--- config.mk ---
export PLATFORM = sky130hd
export DESIGN_NAME = tdp_serial_div
export DESIGN_NICKNAME = d
export VERILOG_FILES = /design/src/hdl/tdp_pkg.sv /design/src/hdl/tdp_serial_div.sv
export SDC_FILE = /design/constraint.sdc
export NUM_CORES = 1
export LEC_CHECK = 0
export BUFFER_PORTS_ARGS = -buffer_cell sky130_fd_sc_hd__buf_2
export CAP_MARGIN = 0
export CORE_AREA = 8 8 130 72
export CTS_BUF_LIST = sky130_fd_sc_hd__clkbuf_16
export DETAILED_ROUTE_END_ITERATION = 8
export DIE_AREA = 0 0 138 80
export PLACE_DENSITY = 0.76
export SLEW_MARGIN = 20
export SYNTH_ARGS = -nofsm -noshare
export SYNTH_HDL_FRONTEND = slang
export SYNTH_SLANG_ARGS = --single-unit
--- constraint.sdc ---
create_clock -name clk -period 3.3 [get_ports clk]
set_input_delay 0.165 -clock clk [delete_from_list [all_inputs] [get_ports clk]]
set_output_delay 0.165 -clock clk [all_outputs]
set_load 0.02 [all_outputs]
--- src/hdl/tdp_pkg.sv ---
// shared types and constants for the trial division prime test
`default_nettype none
package tdp_pkg;

	typedef enum logic [2:0] {
		ST_IDLE,
		ST_SCREEN,
		ST_BOUND,
		ST_DIV,
		ST_DONE
	} tdp_state_t;

	typedef enum logic [1:0] {
		PH_THREE,
		PH_LO,
		PH_HI
	} tdp_phase_t;

	typedef struct packed {
		logic done;
		logic rem_zero;
	} div_status_t;

	localparam int SMALL_PRIME_MAX = 3;
	localparam int SMALL_NON_PRIME = 1;
	localparam int FIRST_ODD_PRIME = 3;
	localparam int FIRST_DIVISOR   = 5;
	localparam int DIVISOR_STEP    = 6;
	localparam int PAIR_GAP        = 2;
	localparam int SQ_STEP_MUL     = 2 * DIVISOR_STEP;
	localparam int SQ_STEP_ADD     = DIVISOR_STEP * DIVISOR_STEP;

endpackage
`default_nettype wire

--- src/hdl/tdp_serial_div.sv ---
// radix-2 restoring divider that yields the remainder one dividend bit per cycle
`default_nettype none
module tdp_serial_div
	import tdp_pkg::*;
#(
	parameter int DATA_WIDTH = 32,
	parameter int DIV_WIDTH  = 18
) (
	input  wire logic                  clk,
	input  wire logic                  arst_n,
	input  wire logic                  start,
	input  wire logic [DATA_WIDTH-1:0] dividend,
	input  wire logic [DIV_WIDTH-1:0]  divisor,
	output div_status_t                status
);

	localparam int CW = $clog2(DATA_WIDTH + 1);

	logic [DATA_WIDTH-1:0] shift_q;
	logic [DIV_WIDTH-1:0]  rem_q;
	logic [DIV_WIDTH-1:0]  dvs_q;
	logic [CW-1:0]         cnt_q;
	logic                  busy_q;
	logic                  done_q;
	logic [DIV_WIDTH:0]    trial;
	logic [DIV_WIDTH:0]    diff;

	assign trial = {rem_q, shift_q[DATA_WIDTH-1]};
	assign diff  = trial - {1'b0, dvs_q};

	always_ff @(posedge clk or negedge arst_n) begin
		if (!arst_n) begin
			busy_q <= 1'b0;
			done_q <= 1'b0;
			cnt_q  <= '0;
		end else begin
			done_q <= 1'b0;
			if (start) begin
				busy_q <= 1'b1;
				cnt_q  <= CW'(DATA_WIDTH);
			end else if (busy_q) begin
				cnt_q <= cnt_q - 1'b1;
				if (cnt_q == CW'(1)) begin
					busy_q <= 1'b0;
					done_q <= 1'b1;
				end
			end
		end
	end

	always_ff @(posedge clk) begin
		if (start) begin
			shift_q <= dividend;
			rem_q   <= '0;
			dvs_q   <= divisor;
		end else if (busy_q) begin
			shift_q <= {shift_q[DATA_WIDTH-2:0], 1'b0};
			if (!diff[DIV_WIDTH]) begin
				rem_q <= diff[DIV_WIDTH-1:0];
			end else begin
				rem_q <= trial[DIV_WIDTH-1:0];
			end
		end
	end

	assign status.done     = done_q;
	assign status.rem_zero = (rem_q == '0);

endmodule
`default_nettype wire

Word level (Yosys, flattened, before mapping)
Index checks and enable logic that the tools add are counted.
W data, S select, Z words.
{"block": "classes", "n_addsub": 2, "eq_ne": 1, "mux": 11, "n_reduce_logical": 2}
{"cell": "$mux W32", "n": 2}
{"cell": "$sub A19 B18 Y19", "n": 1}
{"cell": "$logic_not A18 Y1", "n": 1}
{"cell": "$mux W18", "n": 1}
{"cell": "$mux W6", "n": 2}
{"cell": "$eq A6 B1 Y1 const B", "n": 1}
{"cell": "$mux W1", "n": 6}
{"cell": "$sub A6 B1 Y6 const B", "n": 1}
{"cell": "$reduce_bool A2 Y1", "n": 1}
{"block": "totals", "ff_bits": 76, "in_bits": 53, "out_inout_bits": 2}

Depth between registers and ports, before layout
Gate-level depths: netlist (run 1).
{"block": "depth", "ltp_word": 4, "depth_mapped": 11, "ltp_nobuf": 10}

Worst setup path after synthesis (run 1)
OpenSTA, ideal clock, no wires.
{"block": "synth_timing", "path_type": "register to register", "startpoint": "register shift_q[31]", "endpoint": "register rem_q[14]", "setup_ns": 0.088, "t_arrival_ns": 2.423, "path_slack_ns": 0.789, "stages_incl_launch_ff": 12, "period_less_slack_ns": 2.511, "path_cell_list": "edfxtp_1 > inv_1 > ha_1 > fa_1 > and2b_1 > o2111ai_1 > and4b_4 > nor3b_4 > o211a_4 > buf_12 > nand3b_1 > a311oi_2"}
{"block": "synth_via", "elab_chain_cells": 2}
{"element": "start: declaration", "line_no": "tdp_serial_div.sv:19", "rtl": "logic [DATA_WIDTH-1:0] shift_q;"}
{"element": "start signal: assignment", "line_no": "tdp_serial_div.sv:53", "rtl": "shift_q <= dividend;"}
{"element": "start signal: assignment", "line_no": "tdp_serial_div.sv:57", "rtl": "shift_q <= {shift_q[DATA_WIDTH-2:0], 1'b0};"}
{"element": "$sub A19 B18 Y19", "line_no": "tdp_serial_div.sv:29", "rtl": "assign diff = trial - {1'b0, dvs_q};"}
{"element": "$mux W18", "line_no": "tdp_serial_div.sv:58", "rtl": "if (!diff[DIV_WIDTH]) begin"}
{"element": "end signal: assignment", "line_no": "tdp_serial_div.sv:59", "rtl": "rem_q <= diff[DIV_WIDTH-1:0];"}
{"element": "end signal: assignment", "line_no": "tdp_serial_div.sv:61", "rtl": "rem_q <= trial[DIV_WIDTH-1:0];"}
{"element": "end: declaration", "line_no": "tdp_serial_div.sv:20", "rtl": "logic [DIV_WIDTH-1:0] rem_q;"}
No other way between the ends.
A chain may end at the register's enable or synchronous reset.

Final worst setup path (run 1)
{"block": "layout_timing", "startpoint": "register shift_q[31]", "endpoint": "register rem_q[10]"}
Same word-level chain as after synthesis.

==> impl_results.md, run 1 <==
* Post-synthesis sequential area ratio at 0.4890
* Global-route wire length before repair at 15,190 µm
* VDD IR max at 0.3935 mV
* Worst R2R Start: shift_q[31]$_DFFE_PP_
* Min-Delay Path Depth at 1
* MaxCap Viol Count at 0
* Post-cts resize count at 0
* Final hold vios at 0
* Row cnt at 23
* Worst endpoint required time at 3.55 ns
* CP Data Arrival Time at 3.22 ns
* Critical Path Slowest Stage Cell: or3_1
* Clock Tree Root: clkbuf_16
* Clock tree sinks at 76
* Dominant cell type by area after synthesis: edfxtp_1
* Status: finished, final reports clean
* Cts hold-fix bufs at 7
* Share of layout cells above drive strength 1 at 0.2670
* Cts bufs inserted at 9
* Pre-CTS WS at 0.3666 ns
* Final GP Congestion at 0.9475
* Yosys cell types at 67
* Clock tree from TritonCTS: yes
* Antenna Nets Post-Route at 0
* Worst Path Max Fanout at 12
* Avg Synthesized Cell Area at 11.27 µm²
* Via count at 3,081
* Clk_skew at 0.005108 ns
* Ant diodes at 0
* Cell count after synthesis at 374
* Area of the die at 11,040 µm²
* Setup Buffers After CTS at 0
* FF-to-FF setup slack at 0.33 ns
* Hold path startpoint: divisor[0]
* Synth Register Bits at 76
* Port-buffer cells at 54
* Area grow syn2layout at 17.89%
* Core area at 7597 µm²
* Worst path top cell family by delay: simple AND/OR/NAND/NOR gates
* GRT Total Usage at 0.1724
* Chip width at 138 µm
* Setup slack after layout at 0.3290 ns
* Remaining max-slew budget at the tightest pin at 0.5771
* CP max stage delay at 0.45 ns
* Actual slew at the worst max-slew pin at 0.6296 ns
* Syn Nets at 448
* Worst hold slack at 0.01097 ns
* Crit Path Class: flip-flop to flip-flop
* Power Density at 839.1 nW/µm²
* R2r endpoint: rem_q[10]$_SDFFE_PP0P_
* Hpwl dp at 7003 µm
* Routed WL per cell at 17.37 µm
* Final Setup Violations at 0
* Largest net degree at the start of global routing at 33
* Buf/Inv on CP at 1
* Worst-path clk slew at 0.06 ns
* Cell Area, Synth at 4217 µm²
* Global route overflow at 0
* CTS max path bufs at 2
* Cells after DPL at 515
* Initial antenna violation count at 0
* Post-synth ARST share at 0.1053
* H-tree depth at 3
* Synth Flop Type: edfxtp_1
* Die H at 80 µm
* R2R depth at 10
* Synth top cells by count: edfxtp_1 (50), mux2_2 (31), nor2_1 (28)
* Vias per inst at 5.685
* Leak pwr at 2.106 nW
* Most common cell in the netlist: edfxtp_1
* Synth warn at 0
* Setup TNS Final at 0 ns
* Hold WC Path Type: input port to flip-flop
* Pre-Repair DR Iteration Count at 5
* Clock insertion delay at the later pin of the skew report at 0.33 ns
* Vias in the first global route at 2,998
* Post-synth EDFFs at 50
* I/O Pins at 55
* Main area contributors after synthesis: edfxtp_1 (36%), dfxtp_1 (8.5%), mux2_2 (8.3%)
* Crit path launch type: flip-flop
* Remaining DRCs at 0
* Crit. End Element: flip-flop
* Nets at 511
* Max Slew Vio Count at 0
* WHS Endpoint: dvs_q[0]$_DFFE_PP_
* Fin crit share at 0.9003
* CP Launch Point: shift_q[31]$_DFFE_PP_
* 1st-iter DRT viols at 279
* RSZ-0062 raised after global routing: no
* Top-area cell type share of the netlist area at 0.3561
* Fmax at 336.6 MHz
* Initial Util at 0.5550
* Minimum clock period at 2.971 ns
* Detailed Route WL at 9415 µm
* CP Cell Sequence: inv_1 > ha_1 > fa_1 > and2b_1 > o2111ai_1 > and4b_4 > nor3b_4 > o211ai_2 > or3_1 > a31oi_1
* Finished Layout Cells at 542
-- cells by family (layout without fill, tap and decap cells) --
family,count (synthesis),count (layout),share of synthesized area
fa+ha+maj,21,21,0.06410
buf+inv,43,111,0.04480
compound gates,80,80,0.1430
flops,76,76,0.4890
simple gates,100,100,0.1261
mux,38,38,0.09970
xor+xnor,16,16,0.03323
-- power breakdown --
part	internal, mW	leakage (nW)	switching [mW]	total (mW)
registers	1.23	0.760	0.189	1.42
logic	0.746	1.19	0.980	1.73
clock network	0.653	0.158	0.370	1.02
-- state kept, by name (all words and copies together) (netlist names) --
| register | cells |
|---|---|
| cnt_q | 6 |
| rem_q | 18 |
| dvs_q | 18 |
| shift_q | 32 |
| busy_q | 1 |
| done_q | 1 |
-- how the worst max path moves through the flow --
stage	end	slack, ns	cells after the start
after detailed placement	rem_q[10]$_SDFFE_PP0P_	0.37	10
after floorplan	rem_q[14]$_SDFFE_PP0P_	0.79	11
final	rem_q[10]$_SDFFE_PP0P_	0.33	10
after global routing	rem_q[10]$_SDFFE_PP0P_	0.16	10
after CTS	rem_q[10]$_SDFFE_PP0P_	0.34	10
after global placement	rem_q[0]$_SDFFE_PP0P_	0.49	10
-- layer usage --
metal,GRT usage,part of all wire,vias up
met2,0.2446,0.41,97
met3,0.04454,0.059,14
met5,0,0,-
met1,0.2513,0.51,1455
met4,0.04844,0.012,0
li1,-,-,1515
-- stage by stage --
stage	power (mW)	util	area, µm²
2_1_floorplan	2.721	-	4217
3_3_place_gp	3.074	0.5990	4551
3_5_place_dp	3.121	0.5990	4551
4_1_cts	4.174	0.6490	4931
5_1_grt	4.417	0.6543	4971
6_report	4.171	0.6543	4971
-- cell usage in the layout (no fill, tap or decap), types with 6 or more instances in the layout --
cell type	instances
o21ai_0	15
ha_1	20
dfxtp_1	18
a31oi_1	6
dlygate4sd3_1	11
nor3_1	6
dfrtp_1	8
nor4_1	6
a21o_1	6
inv_1	28
mux2i_1	6
xnor2_1	10
nand2_1	20
clkbuf_16	9
buf_2	54
a211oi_1	7
a21oi_1	12
nor2_1	28
edfxtp_1	50
mux2_2	31
xor2_1	6
-- worst register-to-register path: cells and delay by family (launching register included) --
kind | cells | cell delay [ns]
buf+inv | 1 | 0.05
compound gates | 3 | 0.65
flops | 1 | 0.32
fa+ha+maj | 2 | 0.64
simple gates | 4 | 1.23
-- cell type report --
class                      count  area, µm²
clock buffer                   9      225.2
clock inverter                 7      85.08
fill                         614       2626
inverter                      26      97.59
multi-input combinational    255       1966
sequential                    76       2062
tap                          100      125.1
timing repair buffer          69      410.4
(Power assumes the default switching activity.)
==> run 2: changes to the inputs <==
--- a/config.mk
+++ b/config.mk
@@ -5,7 +5,7 @@
 export SDC_FILE = /design/constraint.sdc
 export NUM_CORES = 1
 export LEC_CHECK = 0
-export BUFFER_PORTS_ARGS = -buffer_cell sky130_fd_sc_hd__buf_2
+export BUFFER_PORTS_ARGS = -buffer_cell sky130_fd_sc_hd__buf_4
 export CAP_MARGIN = 0
 export CORE_AREA = 8 8 130 72
 export CTS_BUF_LIST = sky130_fd_sc_hd__clkbuf_16
==> run 2 against run 1 <==
  * Sequential power barely moved
  * Clock skew grew 0.0014 ns
  * Combinational power grew 2%
  * Setup slack worse by 0.020 ns
  * Count of clock-buffer cells in the layout stayed put
  * Cell count up 1.1%
  * Final area is 3.9% higher
  * Flip-flop and latch count is the same
  * Clock power is essentially flat
==> impl_results.md, run 2 (synthesis gave the netlist of run 1 again) <==
* Finished Layout Cells at 548
* Crit Path Class: flip-flop to flip-flop
* Hold WC Path Type: input port to flip-flop
* Die H at 80 µm
* Post-layout util at 0.6795
* R2R depth at 10
* Switch Pwr at 1.551 mW
* MaxCap Viol Count at 0
* Reg power frac at 0.339
* R2r endpoint: rem_q[0]$_SDFFE_PP0P_
* Clock power frac at 0.241
* Share of layout cells above drive strength 1 at 0.2545
* Actual slew at the worst max-slew pin at 0.6731 ns
* Worst R2R Start: shift_q[31]$_DFFE_PP_
* Post-cts resize count at 0
* WHS Endpoint: dvs_q[2]$_DFFE_PP_
* Worst-path clk slew at 0.06 ns
* CP Data Arrival Time at 3.25 ns
* Pre-CTS WS at 0.3637 ns
* Routed WL per cell at 17.79 µm
* Worst endpoint required time at 3.56 ns
* Crit path launch type: flip-flop
* Commonest cells after routing, fill and taps aside: buf_4 (57), edfxtp_1 (50), mux2_2 (31)
* Minimum clock period at 2.991 ns
* VDD IR max at 0.4565 mV
* Largest regs: shift_q (32), dvs_q (18), rem_q (18)
* Clock insertion delay at the later pin of the skew report at 0.33 ns
* Largest net degree at the start of global routing at 48
* CTS max path bufs at 2
* Row cnt at 23
* Global-route wire length before repair at 15,550 µm
* Leading cell type in the layout, fill and taps excluded: buf_4
* Internal Power at 2.662 mW
* Remaining max-slew budget at the tightest pin at 0.5478
* Antenna Nets Post-Route at 0
* GRT Total Usage at 0.1771
* Pre-Repair DR Iteration Count at 4
* Fin crit share at 0.9064
* Global route overflow at 0
* Combinational share of power at 0.420
* Remaining DRCs at 0
* Max Slew Vio Count at 0
* Leak pwr at 2.180 nW
* Initial Util at 0.5550
* Worst Path Max Fanout at 12
* Min-Delay Path Depth at 1
* Ant diodes at 0
* Power Density at 816.1 nW/µm²
* Layout filler cell count at 615
* Clock tree sinks at 76
* Area of the die at 11,040 µm²
* Final hold vios at 0
* Clk_skew at 0.006505 ns
* FF-to-FF setup slack at 0.31 ns
* Final GP Congestion at 0.9401
* H-tree depth at 3
* Hpwl dp at 7015 µm
* Clock Tree Root: clkbuf_16
* Detailed Route WL at 9751 µm
* Nets at 517
* Status: finished, final reports clean
* Initial antenna violation count at 0
* Setup TNS Final at 0 ns
* 1st-iter DRT viols at 269
* Largest register by flop count: shift_q
* Core area at 7597 µm²
* Cts bufs inserted at 9
* RSZ-0062 raised after global routing: no
* Via count at 3,138
* Port-buffer cells at 54
* Fmax at 334.3 MHz
* Largest register FFs at 32
* Clock tree from TritonCTS: yes
* Cells after DPL at 514
* Chip width at 138 µm
* Vias per inst at 5.726
* Crit. End Element: flip-flop
* Hold path startpoint: divisor[2]
* Setup slack after layout at 0.3090 ns
* I/O Pins at 55
* Switching Share at 0.3681
* Worst hold slack at 0.01756 ns
* Vias in the first global route at 2,990
* Area grow syn2layout at 22.43%
* Final Setup Violations at 0
## run 2: cell count changes in the layout (fill, tap and decap cells not counted)
cell / change
buf_2: -54
buf_4: +53
clkinv_1: +1
clkinv_2: -2
clkinvlp_4: -1
dlygate4sd3_1: +7
inv_1: +2
## run 2: worst max-delay path by stage
stage	startpoint	endpoint	slack, ns
after floorplan	shift_q[31]$_DFFE_PP_	rem_q[14]$_SDFFE_PP0P_	0.79
after global placement	shift_q[31]$_DFFE_PP_	rem_q[0]$_SDFFE_PP0P_	0.50
after detailed placement	shift_q[31]$_DFFE_PP_	rem_q[10]$_SDFFE_PP0P_	0.36
after CTS	shift_q[31]$_DFFE_PP_	rem_q[10]$_SDFFE_PP0P_	0.34
after global routing	shift_q[31]$_DFFE_PP_	rem_q[10]$_SDFFE_PP0P_	0.14
final	shift_q[31]$_DFFE_PP_	rem_q[0]$_SDFFE_PP0P_	0.31
## run 2: area by class of cell
class / count / area [µm²] / share of cell area
Clock inverter: 7 / 78.83 / 0.01527
Clock buffer: 9 / 225.2 / 0.04363
Timing Repair Buffer: 75 / 608.1 / 0.1178
Tap cell: 100 / 125.1 / 0.02424
Sequential cell: 76 / 2062 / 0.3994
Inverter: 26 / 97.59 / 0.01890
Multi-Input combinational cell: 255 / 1966 / 0.3808
## run 2: routing by layer
metal / track usage / up-vias / routed length, µm
li1: - / 1531 / -
met1: 0.2542 / 1484 / 4708
met2: 0.2513 / 111 / 4149
met3: 0.04869 / 12 / 789
met4: 0.05597 / 0 / 104
met5: 0 / - / 0
## run 2: critical path, cell delays in order, from the launching register on
cell,delay [ns]
edfxtp_1,0.36
inv_1,0.10
ha_1,0.21
fa_1,0.23
and2b_1,0.21
o2111ai_1,0.28
and4b_4,0.34
nor3b_4,0.07
o211ai_2,0.52
mux2_1,0.39
a211oi_2,0.20
## run 2: timing repair
item                                   in CTS  in global routing
endpoints found under the hold margin      24                  1
setup buffers                               0                  0
hold buffers                               17                  1
## run 2: per-stage QoR
step	power, mW	cell area, µm²
final	4.213	5162
after global routing	4.461	5162
after CTS	4.200	5152
after detailed placement	3.141	4678
after global placement	3.102	4678
after floorplan	2.721	4217
## run 2: power groups by stage
stage	registers (mW)	clock network [mW]	logic (mW)
after floorplan	1.36	0	1.36
after global routing	1.45	1.08	1.94
after global placement	1.42	0	1.68
after detailed placement	1.44	0	1.70
final	1.43	1.02	1.77
after CTS	1.42	1.04	1.74
==> run 3: changes to the inputs <==
--- a/config.mk
+++ b/config.mk
@@ -7,11 +7,12 @@
 export LEC_CHECK = 0
 export BUFFER_PORTS_ARGS = -buffer_cell sky130_fd_sc_hd__buf_4
 export CAP_MARGIN = 0
-export CORE_AREA = 8 8 130 72
+export CORE_AREA = 2 2 122 65
 export CTS_BUF_LIST = sky130_fd_sc_hd__clkbuf_16
 export DETAILED_ROUTE_END_ITERATION = 8
-export DIE_AREA = 0 0 138 80
-export PLACE_DENSITY = 0.76
+export DIE_AREA = 0 0 124 67
+export GPL_TIMING_DRIVEN = 1
+export PLACE_DENSITY = 0.79
 export SLEW_MARGIN = 20
 export SYNTH_ARGS = -nofsm -noshare
 export SYNTH_HDL_FRONTEND = slang
==> constraint.sdc (replaced) <==
create_clock -name clk -period 3.68 [get_ports clk]
set_input_delay 0.184 -clock clk [delete_from_list [all_inputs] [get_ports clk]]
set_output_delay 0.184 -clock clk [all_outputs]
set_load 0.02 [all_outputs]
==> run 3 against run 2 <==
  * Sequential power down 11%
  * Routed wire length down 1.8%
  * Hold slack worse by 0.0025 ns
  * Clock skew about the same
  * Register-to-register slack better by 0.36 ns
  * Combinational power down 9%
  * Setup slack better by 0.36 ns
  * Core utilization up 1.9 points
  * Critical path depth unchanged
  * Global-route usage up 7.9 points
  * Largest cell class unchanged
==> impl_results.md, run 3 (synthesis gave the netlist of run 1 again) <==
* Core area at 7157 µm²
* Detail Route met2 WL at 3920 µm
* Reg power frac at 0.332
* Worst-path clk slew at 0.06 ns
* Ant diodes at 0
* CP Launch Point: shift_q[31]$_DFFE_PP_
* Setup Buffers After CTS at 0
* Area grow syn2layout at 18.55%
* Vias per inst at 5.913
* I/O Pins at 55
* Largest net degree at the start of global routing at 51
* Layout filler cell count at 549
* Remaining max-slew budget at the tightest pin at 0.5095
* Cells after DPL at 510
* Initial Util at 0.5892
* R2R depth at 10
* 1st-iter DRT viols at 274
* Finished Layout Cells at 527
* MaxCap Viol Count at 0
* Internal Power at 2.386 mW
* Chip width at 124 µm
* CTS max path bufs at 2
* Crit. End Element: flip-flop
* Area of the die at 8308 µm²
* Pre-CTS WS at 0.7545 ns
* Clock power frac at 0.247
* Routed wl met3 at 986 µm
* Leak pwr at 2.100 nW
* Largest register by flop count: shift_q
* Register Area at 2062 µm²
* CP Capture Point: rem_q[10]$_SDFFE_PP0P_
* CP Data Arrival Time at 3.27 ns
* RSZ-0062 raised after global routing: no
* Via count at 3,116
* Switch Pwr at 1.438 mW
* FF-to-FF setup slack at 0.67 ns
* Final Setup Violations at 0
* Crit path launch type: flip-flop
* Cts bufs inserted at 9
* Fmax at 332.6 MHz
* Crit Path Class: flip-flop to flip-flop
* Max Slew Vio Count at 0
* Worst hold slack at 0.01509 ns
* Setup slack after layout at 0.6735 ns
* Fin crit share at 0.8170
* Antenna Nets Post-Route at 0
* Clock tree from TritonCTS: yes
* Setup TNS Final at 0 ns
* Share of layout cells above drive strength 1 at 0.2738
* Top Layer Used: met4
* Combinational share of power at 0.422
* R2r endpoint: rem_q[10]$_SDFFE_PP0P_
* Final GP Congestion at 0.9867
* GRT Total Usage at 0.2561
* Status: finished, final reports clean
* Minimum clock period at 3.007 ns
* VDD IR max at 0.3576 mV
* Hpwl dp at 7032 µm
* Largest regs: shift_q (32), dvs_q (18), rem_q (18)
* Leading cell type in the layout, fill and taps excluded: buf_4
* Actual slew at the worst max-slew pin at 0.7302 ns
* Worst Path Max Fanout at 12
* Power Density at 765.1 nW/µm²
* Clock Tree Root: clkbuf_16
* H-tree depth at 3
* Die H at 67 µm
* Row cnt at 22
* Commonest cells after routing, fill and taps aside: buf_4 (57), edfxtp_1 (50), mux2_2 (31)
* Nets at 500
* Worst R2R Start: shift_q[31]$_DFFE_PP_
* Routed WL per cell at 18.18 µm
* Final Instance Area at 4999 µm²
* Worst endpoint required time at 3.95 ns
* Global route overflow at 0
* Initial antenna violation count at 0
* Pre-Repair DR Iteration Count at 5
* Area after DPL at 4673 µm²
* Clock insertion delay at the later pin of the skew report at 0.34 ns
* Switching Share at 0.3761
* Global-route wire length before repair at 15,250 µm
* Port-buffer cells at 54
* Clk_skew at 0.006282 ns
* Remaining DRCs at 0
* Multi-input logic area at 1966 µm²
* Detailed Route WL at 9579 µm
* Vias in the first global route at 3,001
* Clock tree sinks at 76
* Largest register FFs at 32
* Met1 Wirelength at 4556 µm
* Hold WC Path Type: input port to flip-flop
* Final hold vios at 0
run 3: changes by cell type in the layout (fill, tap and decap cells not counted):
cell,delta
clkinv_2,+2
clkinvlp_4,+1
dlygate4sd3_1,-17
inv_1,-4
inv_6,+1
run 3: through the flow:
| step | total power [mW] | utilization |
|---|---|---|
| 4_1_cts | 3.798 | 0.6984 |
| 5_1_grt | 4.025 | 0.6984 |
| 3_5_place_dp | 2.841 | 0.6530 |
| 6_report | 3.824 | 0.6984 |
| 2_1_floorplan | 2.440 | - |
| 3_3_place_gp | 2.811 | 0.6530 |
run 3: critical path: stages (launching register included):
cell and delay (ns):
edfxtp_1 0.33, inv_1 0.06, ha_1 0.23, fa_1 0.42
and2b_1 0.24, o2111ai_1 0.15, and4b_4 0.26, nor3b_4 0.30
o211ai_2 0.33, or3_1 0.46, a31oi_1 0.17
run 3: layer usage:
metal	vias up	GRT usage
met5	-	0
met4	0	0.06039
met3	13	0.1096
met2	105	0.3606
met1	1510	0.3622
li1	1488	-
run 3: cell type report:
| cell class | instances | area share |
|---|---|---|
| clock buffers | 9 | 0.04506 |
| clock inverters | 7 | 0.01802 |
| inverters | 26 | 0.01952 |
| multi-input cells | 255 | 0.3932 |
| flip-flops and latches | 76 | 0.4125 |
| well taps | 96 | 0.02403 |
| repair buffers | 58 | 0.08761 |
run 3: how the worst min path moves through the flow:
stage                startpoint                    to  slack, ns  cells past startpoint
floorplan                arst_n      busy_q$_DFF_PN0_      -0.11                      0
global placement         arst_n  cnt_q[2]$_DFFE_PN0P_      0.005                      1
detailed placement       arst_n  cnt_q[2]$_DFFE_PN0P_      0.007                      1
CTS                 divisor[10]   dvs_q[10]$_DFFE_PP_      0.007                      1
global route         divisor[6]    dvs_q[6]$_DFFE_PP_      0.003                      1
finish              divisor[17]   dvs_q[17]$_DFFE_PP_       0.02                      1
run 3: power groups by stage:
stage | clock network (mW) | logic, mW | registers [mW]
floorplan | 0 | 1.22 | 1.22
global placement | 0 | 1.54 | 1.27
detailed placement | 0 | 1.56 | 1.28
CTS | 0.956 | 1.58 | 1.26
global route | 0.991 | 1.74 | 1.29
finish | 0.943 | 1.61 | 1.27
run 3: timing repair:
item,CTS,global route
endpoints found under the hold margin,8,0
resized for setup,0,0
hold buffers,1,0
setup endpoints to repair,0,0
